===== src/sv/rssi_nt_pkg.sv =====
// Shared types and constants for the neighbour sighting table
`timescale 1ns / 1ps

package rssi_nt_pkg;

   localparam int TABLE_DEPTH = 16;
   localparam int IDX_W       = (TABLE_DEPTH > 1) ? $clog2(TABLE_DEPTH) : 1;
   localparam int CNT_W       = $clog2(TABLE_DEPTH + 1);

   localparam int QUEUE_DEPTH = 2;
   localparam int QPTR_W      = 1;
   localparam int QFILL_W     = 2;

   localparam int REQ_DATA_W  = 72;
   localparam int RSP_DATA_W  = 8;

   localparam logic [31:0]       STALE_RESET  = 32'd3000;
   localparam logic signed [7:0] UNKNOWN_RSSI = -8'sd127;

   typedef enum logic [0:0] {
      OP_RECORD = 1'b0,
      OP_QUERY  = 1'b1
   } op_type;

   typedef struct packed {
      op_type             op;
      logic [31:0]        device_id;
      logic signed [7:0]  rssi;
      logic [31:0]        now_ms;
   } cmd_type;

   typedef struct packed {
      logic    valid;
      cmd_type cmd;
   } q_item_type;

   typedef enum logic [2:0] {
      ST_IDLE   = 3'b001,
      ST_SCAN   = 3'b010,
      ST_FINISH = 3'b100
   } back_state_type;

endpackage


===== src/sv/rssi_nt_front.sv =====
// Input stage: takes items off the request stream and decodes them into commands
`timescale 1ns / 1ps

module rssi_nt_front import rssi_nt_pkg::*; (
   input  logic                  clock,
   input  logic                  reset,
   input  logic                  req_tvalid,
   output logic                  req_tready,
   input  logic                  req_tuser,   // mode
   input  logic [REQ_DATA_W-1:0] req_tdata,   // device_id, rssi, now_ms
   output q_item_type            push_o,
   input  logic                  push_ready
);

   logic    valid_ff, valid_in;
   cmd_type cmd_ff, cmd_in;
   logic    req_accept;
   op_type  op_dec;

   assign req_tready = !valid_ff || push_ready;
   assign req_accept = req_tvalid && req_tready;

   always_comb begin
      unique case (req_tuser)
         1'b0:    op_dec = OP_RECORD;
         1'b1:    op_dec = OP_QUERY;
         default: op_dec = OP_RECORD;
      endcase
   end

   always_comb begin
      valid_in = valid_ff && !push_ready;
      cmd_in   = cmd_ff;
      if (req_accept) begin
         valid_in         = 1'b1;
         cmd_in.op        = op_dec;
         cmd_in.device_id = req_tdata[31:0];
         cmd_in.rssi      = req_tdata[39:32];
         cmd_in.now_ms    = req_tdata[71:40];
      end
   end

   always_ff @(posedge clock) begin
      if (reset) begin
         valid_ff <= 1'b0;
      end else begin
         valid_ff <= valid_in;
      end
      cmd_ff <= cmd_in;
   end

   assign push_o.valid = valid_ff;
   assign push_o.cmd   = cmd_ff;

endmodule


===== src/sv/rssi_nt_queue.sv =====
// Two-entry command queue between the input stage and the table engine
`timescale 1ns / 1ps

module rssi_nt_queue import rssi_nt_pkg::*; (
   input  logic       clock,
   input  logic       reset,
   input  q_item_type push_i,
   output logic       push_ready,
   output q_item_type pop_o,
   input  logic       pop_ready
);

   cmd_type            entry_ff [QUEUE_DEPTH];
   logic [QPTR_W-1:0]  wr_ptr_ff, wr_ptr_in;
   logic [QPTR_W-1:0]  rd_ptr_ff, rd_ptr_in;
   logic [QFILL_W-1:0] fill_ff, fill_in;
   logic               do_push, do_pop;

   assign push_ready = fill_ff != QFILL_W'(QUEUE_DEPTH);
   assign do_push    = push_i.valid && push_ready;
   assign pop_o.valid = fill_ff != '0;
   assign pop_o.cmd   = entry_ff[rd_ptr_ff];
   assign do_pop     = pop_o.valid && pop_ready;

   always_comb begin
      wr_ptr_in = do_push ? wr_ptr_ff + 1'b1 : wr_ptr_ff;
      rd_ptr_in = do_pop  ? rd_ptr_ff + 1'b1 : rd_ptr_ff;
      fill_in   = fill_ff;
      if (do_push && !do_pop) begin
         fill_in = fill_ff + 1'b1;
      end else if (do_pop && !do_push) begin
         fill_in = fill_ff - 1'b1;
      end
   end

   always_ff @(posedge clock) begin
      if (reset) begin
         wr_ptr_ff <= '0;
         rd_ptr_ff <= '0;
         fill_ff   <= '0;
      end else begin
         wr_ptr_ff <= wr_ptr_in;
         rd_ptr_ff <= rd_ptr_in;
         fill_ff   <= fill_in;
      end
      if (do_push) begin
         entry_ff[wr_ptr_ff] <= push_i.cmd;
      end
   end

endmodule


===== src/sv/rssi_nt_back.sv =====
// Table engine: scans the sighting table, updates or appends entries and answers queries
`timescale 1ns / 1ps

module rssi_nt_back import rssi_nt_pkg::*; (
   input  logic                  clock,
   input  logic                  reset,
   input  q_item_type            pop_i,
   output logic                  pop_ready,
   input  logic                  csr_we,
   input  logic [31:0]           csr_wdata,
   output logic                  rsp_tvalid,
   input  logic                  rsp_tready,
   output logic [RSP_DATA_W-1:0] rsp_tdata
);

   back_state_type    state_ff, state_in;
   cmd_type           cmd_ff, cmd_in;
   logic [CNT_W-1:0]  idx_ff, idx_in;
   logic [CNT_W-1:0]  count_ff, count_in;
   logic              hit_ff, hit_in;
   logic [IDX_W-1:0]  slot_ff, slot_in;
   logic signed [7:0] hit_rssi_ff, hit_rssi_in;
   logic [31:0]       age_ff, age_in;
   logic [31:0]       stale_ff;
   logic              rsp_valid_ff, rsp_valid_in;
   logic signed [7:0] rsp_data_ff, rsp_data_in;

   logic [31:0]       id_mem    [TABLE_DEPTH];
   logic signed [7:0] rssi_mem  [TABLE_DEPTH];
   logic [31:0]       stamp_mem [TABLE_DEPTH];
   logic [31:0]       rd_id_ff;
   logic signed [7:0] rd_rssi_ff;
   logic [31:0]       rd_stamp_ff;

   logic [CNT_W-1:0]  rd_addr;
   logic [CNT_W-1:0]  idx_next;
   logic              wr_en;
   logic [IDX_W-1:0]  wr_addr;

   assign pop_ready = state_ff == ST_IDLE;
   assign idx_next  = idx_ff + 1'b1;

   always_comb begin
      state_in     = state_ff;
      cmd_in       = cmd_ff;
      idx_in       = idx_ff;
      count_in     = count_ff;
      hit_in       = hit_ff;
      slot_in      = slot_ff;
      hit_rssi_in  = hit_rssi_ff;
      age_in       = age_ff;
      rsp_valid_in = rsp_valid_ff && !rsp_tready;
      rsp_data_in  = rsp_data_ff;
      rd_addr      = idx_next;
      wr_en        = 1'b0;
      wr_addr      = slot_ff;

      unique case (state_ff)
         ST_IDLE: begin
            rd_addr = '0;
            if (pop_i.valid) begin
               cmd_in   = pop_i.cmd;
               idx_in   = '0;
               hit_in   = 1'b0;
               state_in = (count_ff == '0) ? ST_FINISH : ST_SCAN;
            end
         end
         ST_SCAN: begin
            if (rd_id_ff == cmd_ff.device_id) begin
               hit_in      = 1'b1;
               slot_in     = idx_ff[IDX_W-1:0];
               hit_rssi_in = rd_rssi_ff;
               age_in      = cmd_ff.now_ms - rd_stamp_ff;
               state_in    = ST_FINISH;
            end else if (idx_next == count_ff) begin
               state_in = ST_FINISH;
            end else begin
               idx_in = idx_next;
            end
         end
         ST_FINISH: begin
            if (cmd_ff.op == OP_RECORD) begin
               if (hit_ff) begin
                  wr_en = 1'b1;
               end else if (count_ff < CNT_W'(TABLE_DEPTH)) begin
                  wr_en    = 1'b1;
                  wr_addr  = count_ff[IDX_W-1:0];
                  count_in = count_ff + 1'b1;
               end
               state_in = ST_IDLE;
            end else if (!rsp_valid_ff || rsp_tready) begin
               rsp_valid_in = 1'b1;
               rsp_data_in  = (hit_ff && (age_ff < stale_ff)) ? hit_rssi_ff : UNKNOWN_RSSI;
               state_in     = ST_IDLE;
            end
         end
         default: state_in = ST_IDLE;
      endcase
   end

   always_ff @(posedge clock) begin
      if (reset) begin
         state_ff     <= ST_IDLE;
         count_ff     <= '0;
         stale_ff     <= STALE_RESET;
         rsp_valid_ff <= 1'b0;
      end else begin
         state_ff     <= state_in;
         count_ff     <= count_in;
         rsp_valid_ff <= rsp_valid_in;
         if (csr_we) begin
            stale_ff <= csr_wdata;
         end
      end
      cmd_ff      <= cmd_in;
      idx_ff      <= idx_in;
      hit_ff      <= hit_in;
      slot_ff     <= slot_in;
      hit_rssi_ff <= hit_rssi_in;
      age_ff      <= age_in;
      rsp_data_ff <= rsp_data_in;
   end

   // table storage, registered read
   always_ff @(posedge clock) begin
      if (wr_en) begin
         id_mem[wr_addr]    <= cmd_ff.device_id;
         rssi_mem[wr_addr]  <= cmd_ff.rssi;
         stamp_mem[wr_addr] <= cmd_ff.now_ms;
      end
      rd_id_ff    <= id_mem[rd_addr[IDX_W-1:0]];
      rd_rssi_ff  <= rssi_mem[rd_addr[IDX_W-1:0]];
      rd_stamp_ff <= stamp_mem[rd_addr[IDX_W-1:0]];
   end

   assign rsp_tvalid = rsp_valid_ff;
   assign rsp_tdata  = rsp_data_ff;

endmodule


===== src/sv/rssi_neighbor_table_with_aging.sv =====
// Neighbour sighting table with aging: top level
//
// Keeps up to 16 device sightings (id, strength, time stamp). A record item (tuser 0)
// updates the entry with the same id or appends one while there is room; it gives no
// result. A query item (tuser 1) gives one result: the stored strength when
// (now_ms - stamp) mod 2^32 is below stale_ms, else -127. stale_ms resets to 3000
// and is written through csr_we/csr_wdata; the user must write it only while the
// block is idle, which the block itself does not enforce. The table engine takes
// one item at a time and scans the filled entries until the id is found, reading one
// entry a cycle from a single read port. A two-entry queue sits between the input
// stage and the table engine, and the result register lets a finished result wait.
`timescale 1ns / 1ps

module rssi_neighbor_table_with_aging import rssi_nt_pkg::*; (
   input  logic                  clock,
   input  logic                  reset,
   input  logic                  req_tvalid,
   output logic                  req_tready,
   input  logic                  req_tuser,   // mode
   input  logic [REQ_DATA_W-1:0] req_tdata,   // device_id[31:0], rssi[39:32], now_ms[71:40]
   output logic                  rsp_tvalid,
   input  logic                  rsp_tready,
   output logic [RSP_DATA_W-1:0] rsp_tdata,   // rssi_reported[7:0]
   input  logic                  csr_we,
   input  logic [31:0]           csr_wdata    // stale_ms
);

   q_item_type push_item;
   logic       push_ready;
   q_item_type pop_item;
   logic       pop_ready;

   rssi_nt_front u_front (
      .clock      (clock),
      .reset      (reset),
      .req_tvalid (req_tvalid),
      .req_tready (req_tready),
      .req_tuser  (req_tuser),
      .req_tdata  (req_tdata),
      .push_o     (push_item),
      .push_ready (push_ready)
   );

   rssi_nt_queue u_queue (
      .clock      (clock),
      .reset      (reset),
      .push_i     (push_item),
      .push_ready (push_ready),
      .pop_o      (pop_item),
      .pop_ready  (pop_ready)
   );

   rssi_nt_back u_back (
      .clock      (clock),
      .reset      (reset),
      .pop_i      (pop_item),
      .pop_ready  (pop_ready),
      .csr_we     (csr_we),
      .csr_wdata  (csr_wdata),
      .rsp_tvalid (rsp_tvalid),
      .rsp_tready (rsp_tready),
      .rsp_tdata  (rsp_tdata)
   );

endmodule


===== config.mk =====
export PLATFORM = sky130hd
export DESIGN_NAME = rssi_neighbor_table_with_aging
export DESIGN_NICKNAME = d
export VERILOG_FILES = /design/src/sv/rssi_nt_pkg.sv /design/src/sv/rssi_nt_front.sv /design/src/sv/rssi_nt_queue.sv /design/src/sv/rssi_nt_back.sv /design/src/sv/rssi_neighbor_table_with_aging.sv
export SDC_FILE = /design/constraint.sdc
export NUM_CORES = 2
export LEC_CHECK = 0
export BUFFER_PORTS_ARGS = -buffer_cell sky130_fd_sc_hd__buf_2
export CAP_MARGIN = 20
export CORE_MARGIN = 3
export CORE_UTILIZATION = 30
export CTS_CLUSTER_SIZE = 40
export DETAILED_ROUTE_END_ITERATION = 10
export PLACE_DENSITY_LB_ADDON = 0.05
export SETUP_SLACK_MARGIN = 0.05
export SYNTH_ARGS = -nofsm -noshare
export SYNTH_HDL_FRONTEND = slang
export SYNTH_SLANG_ARGS = --single-unit

===== constraint.sdc =====
create_clock -name clock -period 5.06 [get_ports clock]
set_input_delay 1.012 -clock clock [delete_from_list [all_inputs] [get_ports clock]]
set_output_delay 1.012 -clock clock [all_outputs]
set_load 0.02 [all_outputs]

==> results.json <==
{
  "status": "completed",
  "clk_latency_ns": 0.82,
  "min_period_over_period": 0.683,
  "synth_top_cell_area_share": 0.714,
  "grt_pass1_wl_um": 253000,
  "worstPathMaxFanout": 36,
  "syn_inst": 4244,
  "gp_congestion": 0.714,
  "rsz0062_at_grt": "no",
  "ys_top_cells_by_count": "1502 x edfxtp_1, 626 x nand2_1, 364 x a211oi_1, 292 x nor2b_1, 186 x a21oi_1",
  "syn-num-nets": 4421,
  "antenna_found_initial": 4,
  "reg2regPathDepth": 6,
  "dp_hpwl_um": 90800,
  "yosys_most_used_dff": "edfxtp_1",
  "wl_per_cell_um": 23.5,
  "clkTransAtPathRegs_ns": 0.06,
  "grt_max_degree": 186,
  "cts_root_buffer": "clkbuf_16",
  "crit_path_end_kind": "flip-flop",
  "cts_buffers": 187,
  "yosysTopAreaCell": "edfxtp_1",
  "synth.area.top_cells": "edfxtp_1 71%, a211oi_1 4.3%, dfxtp_1 3.7%",
  "irDropWorstVdd_uv": 370,
  "hold_viol": 0,
  "area_growth_pct": 16.6,
  "path_cells": "xnor2_1, nand4_1, nor4_1, nand2_1, nor2_4, buf_12",
  "synth-seq-cells": 1620,
  "start_util": 0.303,
  "cp_slowest_cell": "edfxtp_1",
  "clockBufferDepth": 3,
  "worst_slack_ns": 1.60,
  "p_int_mw": 27.9,
  "wirelength_um": 173000,
  "grt_overflow": 0,
  "slew_violations": 0,
  "utilization": 0.354,
  "final_nets": 4564,
  "critPathMaxStageDelay_ns": 0.59,
  "pwr-share-seq": 0.436,
  "worst_setup_path_start_kind": "flip-flop",
  "arrival_ns": 3.93,
  "ys_seq_area_frac": 0.751,
  "power.density_mw_per_mm2": 560,
  "worst-setup-path-type": "reg -> reg",
  "grt_usage": 0.159,
  "skew_ns": 0.0443,
  "portBuffers": 119,
  "ant_nets": 0,
  "holdWs_ns": 0.373,
  "yosysWarnings": 0,
  "hp-class": "in -> reg",
  "die_y_um": 465,
  "cts_resized": 0,
  "die_x_um": 465,
  "syn_avg_cell_area_um2": 14.9,
  "grt_pass1_vias": 35800,
  "drive_gt1_frac": 0.133,
  "post-cts-setup-buffers": 0,
  "io_pins": 120,
  "max_slew.worst_pin.slew_ns": 1.04,
  "place_worst_setup_slack_ns": 1.47,
  "worstHoldPathCells": 1,
  "h-tree-depth": 4,
  "firstDrtPassIters": 5,
  "rows": 167,
  "setup_viol": 0,
  "clock-sinks": 1620,
  "required_ns": 5.54,
  "synth.distinct_cells": 66,
  "place_inst": 6986,
  "comb_power_share": 0.244,
  "finalSetupTns_ns": 0,
  "drc_errors": 0,
  "relSlewSlack": 0.301,
  "synth-edff-count": 1502,
  "tritoncts": "yes",
  "switching_power_mw": 13.3,
  "p_leak_nw": 23.8,
  "die_area_mm2": 0.216,
  "switching_share": 0.323,
  "vias": 35000,
  "ys_async_sr_fraction": 0,
  "viasPerCell": 4.77,
  "final_cells": 7339,
  "layout_min_cycle_time_ns": 3.46,
  "fmax_ghz": 0.289,
  "holdBufCountCts": 0,
  "synth.most_common_cell": "edfxtp_1",
  "syn_area_mm2": 0.0632,
  "pwr-share-clk": 0.320,
  "coreArea_mm2": 0.208,
  "max_cap_viol_count": 0,
  "drt_iter0_markers": 2026
}
path summary, 6_finish.rpt:
path,start,end,slack (ns)
worst min-delay path,req_tdata[47],u_front.push_o[7]$_DFFE_PP_,0.37
worst max-delay path,u_back.cmd_ff[70]$_DFFE_PP_,u_back.age_ff[1]$_DFFE_PN_,1.60
worst min register to register,u_back.rd_rssi_ff[2]$_DFF_P_,u_back.hit_rssi_ff[2]$_DFFE_PN_,0.41
worst max register to register,u_back.cmd_ff[70]$_DFFE_PP_,u_back.age_ff[1]$_DFFE_PN_,1.60
power groups by stage:
stage / Clock [mW] / Combinational, mW / Sequential [mW]
2_1_floorplan: 0 / 6.84 / 17.7
3_3_place_gp: 0 / 10.3 / 18.3
3_5_place_dp: 0 / 10.3 / 18.3
4_1_cts: 13.7 / 10.3 / 18.1
5_1_grt: 14.2 / 11.3 / 18.2
6_report: 13.2 / 10.0 / 18.0
cell type report:
class / count / area (um^2)
antenna: 1 / 2.50
clock buffer: 293 / 5490
clock inverter: 59 / 571
fill: 20000 / 135000
inverter: 83 / 314
multi-input combinational: 2276 / 14400
sequential: 1620 / 47500
tap: 2788 / 3490
timing repair buffer: 219 / 1900
critical path, delay by kind of cell (launching register included):
kind / cells / cell delay, ns
xor+xnor: 1 / 0.45
simple gates: 4 / 1.74
flops: 1 / 0.59
buf+inv: 1 / 0.27
logic make-up (layout without fill, tap and decap cells):
family,Yosys count,count (layout),synth area share
AO/OA/AOI/OAI,939,939,0.104
flip-flops,1620,1620,0.751
XOR/XNOR,73,73,0.0101
multiplexers,100,100,0.0173
other,0,1,0
buffers and inverters,348,654,0.0231
AND/OR/NAND/NOR,1097,1097,0.0808
adder cells (fa/ha/maj),67,67,0.0134
through the flow:
| step | instance area, um^2 | power, mW |
|---|---|---|
| 3_3_place_gp | 67600 | 28.7 |
| 3_5_place_dp | 67600 | 28.6 |
| 4_1_cts | 73600 | 42.1 |
| 2_1_floorplan | 63200 | 24.5 |
| 6_report | 73600 | 41.3 |
| 5_1_grt | 73600 | 43.7 |
layout by cell type, fill, tap and decap left out, types with 44 or more instances in the layout:
cell type and instances:
edfxtp_1 1502, nand2_1 626, a211oi_1 363, nor2b_1 292, clkbuf_16 191, a21oi_1 186, a31oi_1 152, a311oi_1 144
buf_2 119, dfxtp_1 117, inv_1 81, mux2_2 73, clkbuf_1 69, nor2_1 66, ha_1 66, buf_4 56
xnor2_1 55, buf_12 44
state kept, by name, indices dropped and copies added (netlist names), 8 cells and up:
register	cells
u_back.stale_ff	32
u_front.push_o	73
u_back.rd_stamp_ff	32
u_back.rd_rssi_ff	8
u_back.rssi_mem	128
u_back.rd_id_ff	32
u_back.hit_rssi_ff	8
u_back.stamp_mem	512
u_back.age_ff	32
u_queue.entry_ff	146
u_back.id_mem	512
u_back.cmd_ff	73
u_back.rsp_tdata	8
metal layers:
metal  vias up  track usage  wire (um)
met2       506        0.260      82300
met1     17700        0.218      81000
met5         -            0          0
li1      16600            -          -
met3       228       0.0249       5490
met4         0       0.0419       3820
Power figures use the tool's default switching activity.
